<file path="src/hw/rtl/assert_macros.svh">
// ----------------------------------------------------------------------------
// Assertion macros shared by the averager RTL
// Clocked on clk and disabled while rst_n is low.
// ----------------------------------------------------------------------------
`ifndef ASSERT_MACROS_SVH
`define ASSERT_MACROS_SVH

// General property check
`define CHECK_PROP(label, prop, msg) \
    label: assert property (@(posedge clk) disable iff (!rst_n) (prop)) \
        else $error(msg);

// Condition that must never be seen at a clock edge
`define CHECK_NEVER(label, cond, msg) \
    `CHECK_PROP(label, !(cond), msg)

`endif

</file>
<file path="src/hw/rtl/abacd_pkg.sv">
// ----------------------------------------------------------------------------
// abacd_pkg
// Shared widths, register indexes, curve codes and types of the
// per-channel block averager.
// ----------------------------------------------------------------------------
package abacd_pkg;

    localparam int CHAN_W     = 4;
    localparam int SAMPLE_W   = 10;
    localparam int SUM_W      = 16;
    localparam int THR_W      = 10;
    localparam int MODE_W     = 3;
    localparam int MAP_W      = 11;
    localparam int CFG_IDX_W  = 1;
    localparam int CFG_DATA_W = 10;

    localparam int QUEUE_DEPTH = 4;
    localparam int QPTR_W      = $clog2(QUEUE_DEPTH);

    // Configuration register indexes
    localparam logic [CFG_IDX_W-1:0] REG_CHANGE_THRESHOLD = 1'd0;
    localparam logic [CFG_IDX_W-1:0] REG_OUTPUT_MODE      = 1'd1;

    // Output curve codes
    localparam logic [MODE_W-1:0] MODE_BYTE_FADER  = 3'd0;
    localparam logic [MODE_W-1:0] MODE_BYTE_VOLUME = 3'd1;
    localparam logic [MODE_W-1:0] MODE_BYTE_RAW    = 3'd2;
    localparam logic [MODE_W-1:0] MODE_WORD_FADER  = 3'd3;
    localparam logic [MODE_W-1:0] MODE_WORD_VOLUME = 3'd4;
    localparam logic [MODE_W-1:0] MODE_WORD_RAW    = 3'd5;
    localparam logic [MODE_W-1:0] MODE_ZERO        = 3'd6;

    localparam logic [THR_W-1:0]  THRESHOLD_RESET = 10'd4;
    localparam logic [MODE_W-1:0] MODE_RESET      = MODE_BYTE_RAW;

    // Completed window handed from front to back
    typedef struct packed {
        logic [CHAN_W-1:0] channel;
        logic [SUM_W-1:0]  sum;
    } q_item_t;

    typedef struct packed {
        logic [THR_W-1:0]  change_threshold;
        logic [MODE_W-1:0] output_mode;
    } cfg_t;

endpackage

</file>
<file path="src/hw/rtl/adc_block_average_change_detect.sv">
// A window's last sample queues it; it then moves through the stage A and stage B registers.
// One sample beat per cycle unless item_stall is set; per-channel running sums are registered.
// Back end: one window per cycle unless stalled; one 16x17 multiply, then compare and curve.
// A four-entry queue between the two keeps sample intake going while results are stalled.
// Reset (rst_n, async, active low) clears sums, counts, references, queue; no clearing pass.
// ----------------------------------------------------------------------------
// adc_block_average_change_detect
// Per-channel block averager with change flag and selectable output curve.
// ----------------------------------------------------------------------------
module adc_block_average_change_detect
    import abacd_pkg::*;
#(
    parameter int WINDOW   = 8,
    parameter int CHANNELS = 16
)
(
    input  logic                  clk,
    input  logic                  rst_n,
    input  logic                  cfg_write,
    input  logic [CFG_IDX_W-1:0]  cfg_index,
    input  logic [CFG_DATA_W-1:0] cfg_data,
    input  logic                  item_valid,
    output logic                  item_stall,
    input  logic [CHAN_W-1:0]     channel,
    input  logic [SAMPLE_W-1:0]   sample,
    output logic                  result_valid,
    input  logic                  result_stall,
    output logic [CHAN_W-1:0]     channel_res,
    output logic [SAMPLE_W-1:0]   average,
    output logic                  changed,
    output logic [MAP_W-1:0]      mapped_value
);

    logic [THR_W-1:0]  threshold_reg;
    logic [MODE_W-1:0] mode_reg;
    cfg_t              cfg;

    logic    q_push;
    q_item_t q_push_item;
    logic    q_full;
    logic    q_pop;
    logic    q_empty;
    q_item_t q_head;

    always_ff @(posedge clk or negedge rst_n)
    begin
        if (!rst_n)
        begin
            threshold_reg <= THRESHOLD_RESET;
            mode_reg      <= MODE_RESET;
        end
        else if (cfg_write)
        begin
            case (cfg_index)
                REG_CHANGE_THRESHOLD: threshold_reg <= cfg_data[THR_W-1:0];
                REG_OUTPUT_MODE:      mode_reg      <= cfg_data[MODE_W-1:0];
                default:              ;
            endcase
        end
    end

    assign cfg = '{change_threshold: threshold_reg, output_mode: mode_reg};

    abacd_front #(
        .WINDOW   (WINDOW),
        .CHANNELS (CHANNELS)
    ) u_front (
        .clk        (clk),
        .rst_n      (rst_n),
        .item_valid (item_valid),
        .item_stall (item_stall),
        .channel    (channel),
        .sample     (sample),
        .q_full     (q_full),
        .push       (q_push),
        .push_item  (q_push_item)
    );

    abacd_queue u_queue (
        .clk       (clk),
        .rst_n     (rst_n),
        .push      (q_push),
        .push_item (q_push_item),
        .full      (q_full),
        .pop       (q_pop),
        .empty     (q_empty),
        .head      (q_head)
    );

    abacd_back #(
        .WINDOW   (WINDOW),
        .CHANNELS (CHANNELS)
    ) u_back (
        .clk          (clk),
        .rst_n        (rst_n),
        .cfg          (cfg),
        .q_empty      (q_empty),
        .q_head       (q_head),
        .pop          (q_pop),
        .result_valid (result_valid),
        .result_stall (result_stall),
        .channel_res  (channel_res),
        .average      (average),
        .changed      (changed),
        .mapped_value (mapped_value)
    );

endmodule

</file>
<file path="src/hw/rtl/abacd_front.sv">
// ----------------------------------------------------------------------------
// abacd_front
// Accepts sample beats, keeps the running sum and count of each channel and
// hands each completed window to the queue.
// ----------------------------------------------------------------------------
module abacd_front
    import abacd_pkg::*;
#(
    parameter int WINDOW   = 8,
    parameter int CHANNELS = 16
)
(
    input  logic                clk,
    input  logic                rst_n,
    input  logic                item_valid,
    output logic                item_stall,
    input  logic [CHAN_W-1:0]   channel,
    input  logic [SAMPLE_W-1:0] sample,
    input  logic                q_full,
    output logic                push,
    output q_item_t             push_item
);

    localparam int IDX_W = (CHANNELS > 1) ? $clog2(CHANNELS) : 1;
    localparam int CNT_W = (WINDOW > 1) ? $clog2(WINDOW) : 1;
    localparam logic [CNT_W-1:0] CNT_LAST = CNT_W'(WINDOW - 1);

    logic [SUM_W-1:0] sum_reg [CHANNELS];
    logic [CNT_W-1:0] cnt_reg [CHANNELS];

    logic [IDX_W-1:0] idx;
    logic             in_range;
    logic             take;
    logic             last_beat;
    logic [SUM_W-1:0] sum_next;
    logic [CNT_W-1:0] cnt_next;

    assign item_stall = q_full;
    assign idx        = IDX_W'(channel);
    assign in_range   = 32'(channel) < CHANNELS;
    assign take       = item_valid && !q_full && in_range;
    assign sum_next   = sum_reg[idx] + SUM_W'(sample);
    assign last_beat  = cnt_reg[idx] == CNT_LAST;
    assign cnt_next   = cnt_reg[idx] + CNT_W'(1);

    assign push      = take && last_beat;
    assign push_item = '{channel: channel, sum: sum_next};

    always_ff @(posedge clk or negedge rst_n)
    begin
        if (!rst_n)
        begin
            for (int i = 0; i < CHANNELS; i++)
            begin
                sum_reg[i] <= '0;
                cnt_reg[i] <= '0;
            end
        end
        else if (take)
        begin
            // restart the window once its last beat is out
            if (last_beat)
            begin
                sum_reg[idx] <= '0;
                cnt_reg[idx] <= '0;
            end
            else
            begin
                sum_reg[idx] <= sum_next;
                cnt_reg[idx] <= cnt_next;
            end
        end
    end

endmodule

</file>
<file path="src/hw/rtl/abacd_queue.sv">
// ----------------------------------------------------------------------------
// abacd_queue
// Small FIFO of completed windows between the front and the back.
// ----------------------------------------------------------------------------
`include "assert_macros.svh"

module abacd_queue
    import abacd_pkg::*;
(
    input  logic    clk,
    input  logic    rst_n,
    input  logic    push,
    input  q_item_t push_item,
    output logic    full,
    input  logic    pop,
    output logic    empty,
    output q_item_t head
);

    q_item_t             mem [QUEUE_DEPTH];
    logic [QPTR_W-1:0]   wr_ptr_reg;
    logic [QPTR_W-1:0]   rd_ptr_reg;
    logic [QPTR_W:0]     count_reg;
    logic [QPTR_W:0]     count_next;

    assign full  = count_reg == (QPTR_W+1)'(QUEUE_DEPTH);
    assign empty = count_reg == '0;
    assign head  = mem[rd_ptr_reg];

    always_comb
    begin
        count_next = count_reg;
        if (push && !pop)
            count_next = count_reg + (QPTR_W+1)'(1);
        else if (pop && !push)
            count_next = count_reg - (QPTR_W+1)'(1);
    end

    always_ff @(posedge clk)
    begin
        if (push)
            mem[wr_ptr_reg] <= push_item;
    end

    always_ff @(posedge clk or negedge rst_n)
    begin
        if (!rst_n)
        begin
            wr_ptr_reg <= '0;
            rd_ptr_reg <= '0;
            count_reg  <= '0;
        end
        else
        begin
            if (push)
                wr_ptr_reg <= wr_ptr_reg + QPTR_W'(1);
            if (pop)
                rd_ptr_reg <= rd_ptr_reg + QPTR_W'(1);
            count_reg <= count_next;
        end
    end

    `CHECK_NEVER(a_push_full, push && full, "queue push while full")
    `CHECK_NEVER(a_pop_empty, pop && empty, "queue pop while empty")
    `CHECK_PROP(a_count_track, count_reg == $past(count_next), "queue count lost a beat")

endmodule

</file>
<file path="src/hw/rtl/abacd_back.sv">
// ----------------------------------------------------------------------------
// abacd_back
// Turns completed window sums into results: mean by reciprocal multiply,
// change detection against the last mean flagged as changed, and the output curve.
// ----------------------------------------------------------------------------
`include "assert_macros.svh"

module abacd_back
    import abacd_pkg::*;
#(
    parameter int WINDOW   = 8,
    parameter int CHANNELS = 16
)
(
    input  logic                clk,
    input  logic                rst_n,
    input  cfg_t                cfg,
    input  logic                q_empty,
    input  q_item_t             q_head,
    output logic                pop,
    output logic                result_valid,
    input  logic                result_stall,
    output logic [CHAN_W-1:0]   channel_res,
    output logic [SAMPLE_W-1:0] average,
    output logic                changed,
    output logic [MAP_W-1:0]    mapped_value
);

    localparam int IDX_W     = (CHANNELS > 1) ? $clog2(CHANNELS) : 1;
    // sum / WINDOW == (sum * DIV_MUL) >> DIV_SHIFT for every 16-bit sum
    localparam int DIV_SHIFT = SUM_W + $clog2(WINDOW);
    localparam int MUL_W     = SUM_W + 1;
    localparam logic [MUL_W-1:0] DIV_MUL =
        MUL_W'((2**DIV_SHIFT + WINDOW - 1) / WINDOW);
    localparam int PROD_W    = SUM_W + MUL_W;

    localparam int FADER_DIV = 125;

    // stage A: mean
    logic                a_valid_reg;
    logic [CHAN_W-1:0]   a_ch_reg;
    logic [SAMPLE_W-1:0] a_avg_reg;

    // stage B: result register
    logic                result_valid_reg;
    logic [CHAN_W-1:0]   channel_res_reg;
    logic [SAMPLE_W-1:0] average_reg;
    logic                changed_reg;
    logic [MAP_W-1:0]    mapped_value_reg;

    logic [SAMPLE_W-1:0] last_rep_reg [CHANNELS];

    logic                b_ready;
    logic                a_ready;
    logic [PROD_W-1:0]   product;
    logic [IDX_W-1:0]    a_idx;
    logic [SAMPLE_W-1:0] last_rep;
    logic [SAMPLE_W-1:0] diff;
    logic                chg;

    logic [6:0]          byte_x;
    logic [7:0]          byte_fader;
    logic [7:0]          byte_volume;
    logic [3:0]          fader_quot;
    logic [MAP_W-1:0]    word_fader;
    logic [MAP_W-1:0]    word_volume;
    logic [MAP_W-1:0]    map_next;

    assign b_ready = !result_valid_reg || !result_stall;
    assign a_ready = !a_valid_reg || b_ready;
    assign pop     = !q_empty && a_ready;
    assign product = PROD_W'(q_head.sum) * PROD_W'(DIV_MUL);

    assign a_idx    = IDX_W'(a_ch_reg);
    assign last_rep = last_rep_reg[a_idx];
    assign diff     = (a_avg_reg >= last_rep) ? a_avg_reg - last_rep : last_rep - a_avg_reg;
    assign chg      = diff > cfg.change_threshold;

    // floor(x / 125) for a 10-bit mean
    always_comb
    begin
        fader_quot = '0;
        for (int k = 1; k <= 8; k++)
        begin
            if (a_avg_reg >= SAMPLE_W'(FADER_DIV * k))
                fader_quot = fader_quot + 4'd1;
        end
    end

    assign byte_x      = a_avg_reg[SAMPLE_W-1:3];
    assign byte_fader  = {1'b0, byte_x} + ((byte_x >= 7'(FADER_DIV)) ? 8'd1 : 8'd0);
    assign byte_volume = 8'd255 - a_avg_reg[SAMPLE_W-1:2];
    assign word_fader  = MAP_W'(a_avg_reg) + MAP_W'(fader_quot);
    assign word_volume = 11'd1024 - MAP_W'(a_avg_reg);

    always_comb
    begin
        case (cfg.output_mode)
            MODE_BYTE_FADER:
            begin
                if (byte_fader < 8'd2)
                    map_next = '0;
                else if (byte_fader > 8'd127)
                    map_next = 11'd127;
                else
                    map_next = MAP_W'(byte_fader);
            end
            MODE_BYTE_VOLUME:
                map_next = (byte_volume inside {[8'd125:8'd129]}) ? 11'd127
                                                                  : MAP_W'(byte_volume);
            MODE_BYTE_RAW:
                map_next = MAP_W'(a_avg_reg[SAMPLE_W-1:2]);
            MODE_WORD_FADER:
            begin
                if (word_fader < 11'd8)
                    map_next = '0;
                else if (word_fader > 11'd1024)
                    map_next = 11'd1024;
                else
                    map_next = word_fader;
            end
            MODE_WORD_VOLUME:
                map_next = (word_volume inside {[11'd507:11'd517]}) ? 11'd512 : word_volume;
            MODE_WORD_RAW:
                map_next = MAP_W'(a_avg_reg);
            default:
                map_next = '0;
        endcase
    end

    always_ff @(posedge clk)
    begin
        if (pop)
        begin
            a_ch_reg  <= q_head.channel;
            a_avg_reg <= product[DIV_SHIFT +: SAMPLE_W];
        end
        if (b_ready && a_valid_reg)
        begin
            channel_res_reg  <= a_ch_reg;
            average_reg      <= a_avg_reg;
            changed_reg      <= chg;
            mapped_value_reg <= map_next;
        end
    end

    always_ff @(posedge clk or negedge rst_n)
    begin
        if (!rst_n)
        begin
            a_valid_reg      <= 1'b0;
            result_valid_reg <= 1'b0;
            for (int i = 0; i < CHANNELS; i++)
                last_rep_reg[i] <= '0;
        end
        else
        begin
            if (a_ready)
                a_valid_reg <= pop;
            if (b_ready)
                result_valid_reg <= a_valid_reg;
            // move the reference only when the mean really moved
            if (b_ready && a_valid_reg && chg)
                last_rep_reg[a_idx] <= a_avg_reg;
        end
    end

    assign result_valid = result_valid_reg;
    assign channel_res  = channel_res_reg;
    assign average      = average_reg;
    assign changed      = changed_reg;
    assign mapped_value = mapped_value_reg;

    `CHECK_NEVER(a_map_range, result_valid && (mapped_value > 11'd1024), "mapped value too large")

endmodule
</file>
<file path="config.mk">
export PLATFORM = sky130hd
export DESIGN_NAME = adc_block_average_change_detect
export DESIGN_NICKNAME = d
export VERILOG_FILES = /design/src/hw/rtl/abacd_pkg.sv /design/src/hw/rtl/adc_block_average_change_detect.sv /design/src/hw/rtl/abacd_front.sv /design/src/hw/rtl/abacd_queue.sv /design/src/hw/rtl/abacd_back.sv
export VERILOG_INCLUDE_DIRS = /design/src /design/src/hw/rtl
export SDC_FILE = /design/constraint.sdc
export NUM_CORES = 1
export LEC_CHECK = 0
export BUFFER_PORTS_ARGS = -buffer_cell sky130_fd_sc_hd__buf_2
export CAP_MARGIN = 20
export CORE_MARGIN = 3
export CORE_UTILIZATION = 45
export CTS_CLUSTER_SIZE = 25
export DETAILED_ROUTE_END_ITERATION = 8
export GPL_TIMING_DRIVEN = 1
export PLACE_DENSITY_LB_ADDON = 0.08
export SYNTH_ARGS = -nofsm -noshare
export SYNTH_HDL_FRONTEND = slang
export SYNTH_SLANG_ARGS = --single-unit
</file>
<file path="constraint.sdc">
create_clock -name clk -period 7.6 [get_ports clk]
set_input_delay 1.14 -clock clk [delete_from_list [all_inputs] [get_ports clk]]
set_output_delay 1.14 -clock clk [all_outputs]
set_load 0.02 [all_outputs]
</file>
; After elaboration in Yosys (flattened, before gate mapping)
; Memories as Yosys holds them, arrays and structs flattened. A register that Yosys moved wholly into a read port is not among the register bits.
; Index checks and enable logic that the tools add are counted.
[totals]
latchBits = 0
reg_bits = 512
inputBits = 30
n_memories = 1
mem_bits_rw = 80
romBits = 0
[op_classes]
add_sub_neg = 19
multipliers = 0
n_eq_ne = 7
n_div = 0
reduce_logical = 25
magnitude_cmp = 23
bitwise = 7
n_shift = 0
mux = 41
[mem_list]
columns = memory, depth, width, rd, rd_ports_with_merged_regs, write_ports, line_no
row1 = u_queue.mem, 4, 20, 1, 1, 1, abacd_queue.sv:20  ; q_item_t mem [QUEUE_DEPTH];
[ops]
columns = operator, n
row1 = 256-bit AND, 1
row2 = 256-bit bitwise mux, 1
row3 = 256-bit 2-to-1 mux, 1
row4 = 256-bit NOT, 1
row5 = 160-bit bitwise mux, 1
row6 = 11-bit one-hot mux with 6 select lines, 1
row7 = 16-bit binary-select mux with 4-bit select, 1
row8 = 16-bit demux with 4-bit select, 1
row9 = 48-bit AND, 1
row10 = 48-bit bitwise mux, 1
row11 = 16-bit 2-to-1 mux, 3
row12 = 48-bit 2-to-1 mux, 1
row13 = 48-bit NOT, 1
row14 = 11-bit 2-to-1 mux, 4
row15 = 10-bit binary-select mux with 4-bit select, 1
row16 = 10-bit demux with 4-bit select, 1
row17 = "10-bit >= comparator, second input constant", 4
row18 = 10-bit 2-to-1 mux, 4
row19 = 4-bit 2-to-1 mux, 7
row20 = "4-bit by 1-bit adder with 4-bit output, second input constant", 6
row21 = "10-bit by 9-bit >= comparator with 1-bit output, second input constant", 2
row22 = 10-bit subtractor, 2
row23 = 16-bit by 10-bit adder with 16-bit output, 1
row24 = 8-bit 2-to-1 mux, 2
row25 = other kinds (38), 73

; Logic depth before layout (Yosys ltp)
[depth]
ltp_word = 21
depth_mapped = 31
mapped_depth_nobuf = 30

; By module
; From an unflattened synthesis, not the netlist that was laid out.
[hier_totals]
cells_unflattened = 2282
hier_area_um2 = 29522.1
[by_module_without_submodules]
columns = module, instances, area_per_inst_um2, seq_area_each_um2, cells_each
row1 = abacd_front, 1, 13834.5, 7607.3, 1150
row2 = abacd_back, 1, 11855.1, 5255.0, 965
row3 = abacd_queue, 1, 3283.1, 2577.5, 138
row4 = adc_block_average_change_detect, 1, 549.3, 327.8, 29

; Least setup slack after synthesis
; OpenSTA, ideal clock, no wires.
[synth_timing]
path_kind = register to register
start = register u_back.a_avg_reg[1] (read register of u_queue.mem)
end = register u_back.mapped_value_reg[5] (netlist: u_back.mapped_value[5]), data pin
setup_time_ns = 0.259
t_required_ns = 7.341
n_path_buf = 1
path_stages_with_launch = 28
path_slack_ns = 0.774
arrival_time_ns = 6.567
synth_period_minus_slack_ns = 6.826
path_cell_list = edfxtp_1 clkbuf_1 inv_1 ha_1 a21o_1 o21a_1 ha_1 xor2_2 ha_1 a21oi_1 xor2_1 mux2_4 ha_1 nor2_1 a21oi_1 a21boi_0 mux2_2 ha_1 mux2_2 ha_1 a211o_1 a21oi_1 nor2_1 or3_1 a2111oi_1 o21ai_0 a311oi_2 o21ai_1
[synth_via]
elab_chain_cells = 21
elab_cells_between_ends = 34
classes_between = add/sub (9) / order compare (12) / mux (12) / reduce/logical (1)
[synth_rtl]
columns = element, line_no
row1 = start: declaration, abacd_back.sv:42  ; logic [SAMPLE_W-1:0] a_avg_reg;
row2 = 10-bit by 7-bit >= comparator with 1-bit output, abacd_back.sv:85  ; if (a_avg_reg >= SAMPLE_W'(FADER_DIV * k))
row3 = 1-bit 2-to-1 mux, abacd_back.sv:85
row4 = 1-bit by 1-bit adder with 2-bit output, abacd_back.sv:86  ; fader_quot = fader_quot + 4'd1;
row5 = 4-bit 2-to-1 mux, abacd_back.sv:85
row6 = 4-bit by 1-bit adder with 4-bit output, abacd_back.sv:86
row7 = 4-bit 2-to-1 mux, abacd_back.sv:85
row8 = 4-bit by 1-bit adder with 4-bit output, abacd_back.sv:86
row9 = 4-bit 2-to-1 mux, abacd_back.sv:85
row10 = [5 not listed], n/a
row11 = 4-bit 2-to-1 mux, abacd_back.sv:85
row12 = 4-bit by 1-bit adder with 4-bit output, abacd_back.sv:86
row13 = 4-bit 2-to-1 mux, abacd_back.sv:85
row14 = 10-bit by 4-bit adder with 11-bit output, abacd_back.sv:93  ; assign word_fader = MAP_W'(a_avg_reg) + MAP_W'(fader_quot);
row15 = 11-bit greater-than comparator, abacd_back.sv:117  ; else if (word_fader > 11'd1024)
row16 = 11-bit 2-to-1 mux, abacd_back.sv:117
row17 = 11-bit 2-to-1 mux, abacd_back.sv:115  ; if (word_fader < 11'd8)
row18 = 11-bit one-hot mux with 6 select lines *, abacd_back.sv:98  ; case (cfg.output_mode)
row19 = end signal: assignment, abacd_back.sv:143  ; mapped_value_reg <= map_next;
row20 = end: declaration, abacd_back.sv:49  ; logic [MAP_W-1:0] mapped_value_reg;
; Mark *: on every way between the ends. The rest lies on a longest branch, timed or not.
; A chain may end at the register's enable or synchronous reset.

; Final worst setup path
[layout_timing]
start = register u_back.a_avg_reg[0] (read register of u_queue.mem)
end = register u_back.mapped_value_reg[5] (netlist: u_back.mapped_value[5]), data pin
; Same word-level chain as after synthesis.

==> results.cfg <==
[die]
die_x_um = 248
std_cell_rows = 87
coreArea_um2 = 57000
die_area_um2 = 61300
initial_core_util = 0.461
die_h_um = 248
io_pins = 58

[layout]
instances_no_fill = 2913
layout.nets = 2207
num_antenna_cells = 0
layout_common_cells = dfrtp_1, nand2_1, o21ai_0
largest_register_ffs = 208
post-route-util = 0.515
fillCellCount = 4987
syn2layout_area_growth_pct = 11.8
drive_above_1_share = 0.277
final_common_cell = dfrtp_1

[yosys]
yosysTopAreaCell = dfrtp_1
ys_async_sr_fraction = 0.820
postSynthCellCount = 2083
ys_warn_count = 0
ys_seq_elements = 534
synthTopCellsByArea = dfrtp_1, mux4_2, edfxtp_1
syn-num-nets = 2182
netlist_area_um2 = 26300
synth_cell_types = 80
yosysSeqAreaShare = 0.527
synth_top_cell_area_share = 0.415
avgSynthCellArea_um2 = 12.6
synth_ff_type = dfrtp_1
synth_enable_flop_cells = 96

[global_route]
gr-usage-all-layers = 0.218
gr-total-overflow = 0
antenna_found_initial = 0
grt_pass1_wl_mm = 103
grt_pass1_vias = 17551
grt_max_degree = 159

[clock_network]
h-tree-depth = 2
root_buffer = clkbuf_16
cts_sinks = 534
cts_setup_buffers = 0
clkSlewWorstSetupHoldPaths_ps = 60
numCtsBuffers = 59
clockBufferDepth = 3
clk-insertion-delay-late_ps = 630
cts_tree = yes

[setup_path]
cp_common_cell = ha_1
crit_family = compound AO/OA/AOI/OAI gates
reg2reg_to = u_back.mapped_value[5]
r2r_cells = 26
crit_path_max_fanout = 9
crit_arrival_ps = 7450
slowest_stage = edfxtp_1
critical-path-max-stage-delay_ps = 580
crit_path_end_kind = flip-flop
path_class = reg2reg
reg2reg_from = u_back.a_avg_reg[0]
crit_required_ps = 7960
crit_buf_inv = 1
start_kind = flip-flop
r2r_slack_ps = 510

[timing]
setup_ws_ps = 509
fin_setup_tns_ps = 0
tightest_slew_ps = 955
finalMaxSlewViolations = 0
fmax_mhz = 141
hold_viol_final = 0
slew_headroom = 0.363
fin_crit_ps = 7090
finClkSkew_ps = 22.9
setup_viol = 0
post-route-period-util = 0.933

[status]
outcome = finished, final reports clean

[power]
p_per_area_nw_per_um2 = 472
vdd_drop_max_v = 0.000258
power_mw = 13.9
leakagePower_nw = 12.7

[placed_design]
place.gp.congestion = 0.848
dpl_worst_slack_ps = 291
portBuffers = 57
dp_cells = 2800
place.detailed.hpwl_mm = 42.5

[detailed_routing]
first_iter_violations = 840
wirelength_mm = 65.4
viasPerCell = 5.71
dr_total_vias = 16621
ant_nets = 0
drc_errors = 0
wl_per_cell_um = 22.4
drtPass1Iterations = 7

[min_path]
hold_path.class = reg2reg
min_path_cells = 2
holdPathEnd = u_front.sum_reg[4]
hp-start = u_front.sum_reg[4]

[run]
maxCapViolCount = 0
kinds of logic (layout without fill, tap and decap cells):
group / Yosys count / count (layout) / share of synthesized area
flops: 534 / 534 / 0.527
xor+xnor: 55 / 55 / 0.0198
compound gates: 414 / 414 / 0.0967
simple gates: 446 / 446 / 0.0773
buf+inv: 213 / 287 / 0.0327
mux: 352 / 352 / 0.212
fa+ha+maj: 69 / 69 / 0.0343
metrics by stage:
stage / hold slack [ps] / area [um^2]
floorplan: 424 / 26300
global placement: 454 / 27400
detailed placement: 462 / 27400
CTS: 478 / 29300
global route: 495 / 29400
finish: 474 / 29400
area by class of cell:
cell class              count  area [um^2]  share of cell area
clock buffers              90         1750              0.0597
clock inverters            20          195             0.00664
inverters                  60          228             0.00775
multi-input cells        1336        11600               0.395
flip-flops and latches    534        13800               0.471
well taps                 756          946              0.0322
repair buffers            117          806              0.0274
timing repair:
action,4_1_cts,5_1_grt
hold buffers,0,0
resized for setup,0,3
setup endpoints to repair,0,7
cell usage after synthesis, types with 5 or more instances:
master and count:
mux2i_1 7, nor2_1 56, nor2_2 6, buf_2 25, a211oi_1 9, o21a_1 9, a31oi_1 11, nor3_1 10
a22o_1 32, a21boi_0 6, xnor2_1 37, dfrtp_1 436, or4_1 5, nand2b_1 24, xor2_1 13, o31ai_1 19
ha_1 64, nor2b_1 12, nand3_1 24, buf_1 9, mux2_2 200, edfxtp_1 96, nand4_1 8, nand2_1 262
a21o_1 13, o21bai_1 5, mux4_2 144, o21ai_1 6, a221oi_1 5, a21oi_1 51, fa_1 5, inv_1 55
and3_1 7, o21ai_0 215, clkbuf_1 114
routing by layer:
layer  global-route usage  part of all wire  vias to the layer above
met4               0.0764             0.032                        0
met3               0.0284             0.036                      105
li1                     -                 -                     7675
met2                0.375              0.50                      322
met1                0.287              0.44                     8519
met5                    0                 0                        -
report_power, final:
group          internal (mW)  leakage [nW]  switching, mW
clock                   1.66         0.948           1.18
sequential              4.03          6.57          0.591
combinational           2.77          5.16           3.63
total                   8.45          12.7           5.41
how the worst max path moves through the flow:
| stage | from | endpoint | slack (ps) | cells past startpoint |
|---|---|---|---|---|
| 6_report | u_back.a_avg_reg[0] | u_back.mapped_value[5] | 510 | 26 |
| 4_1_cts | u_back.a_avg_reg[1] | u_back.mapped_value[5] | 260 | 27 |
| 3_5_place_dp | u_back.a_avg_reg[1] | u_back.mapped_value[5] | 290 | 27 |
| 5_1_grt | u_back.a_avg_reg[1] | u_back.mapped_value[5] | -60 | 29 |
| 2_1_floorplan | u_back.a_avg_reg[1] | u_back.mapped_value[5] | 770 | 27 |
| 3_3_place_gp | u_back.a_avg_reg[1] | u_back.mapped_value[5] | 490 | 27 |
worst min-delay path: stages, from the launching register on:
cell and delay, ps:
dfrtp_1 340, nand2_1 40, o21ai_0 60
Note: power is estimated with default switching activity, not from simulation.
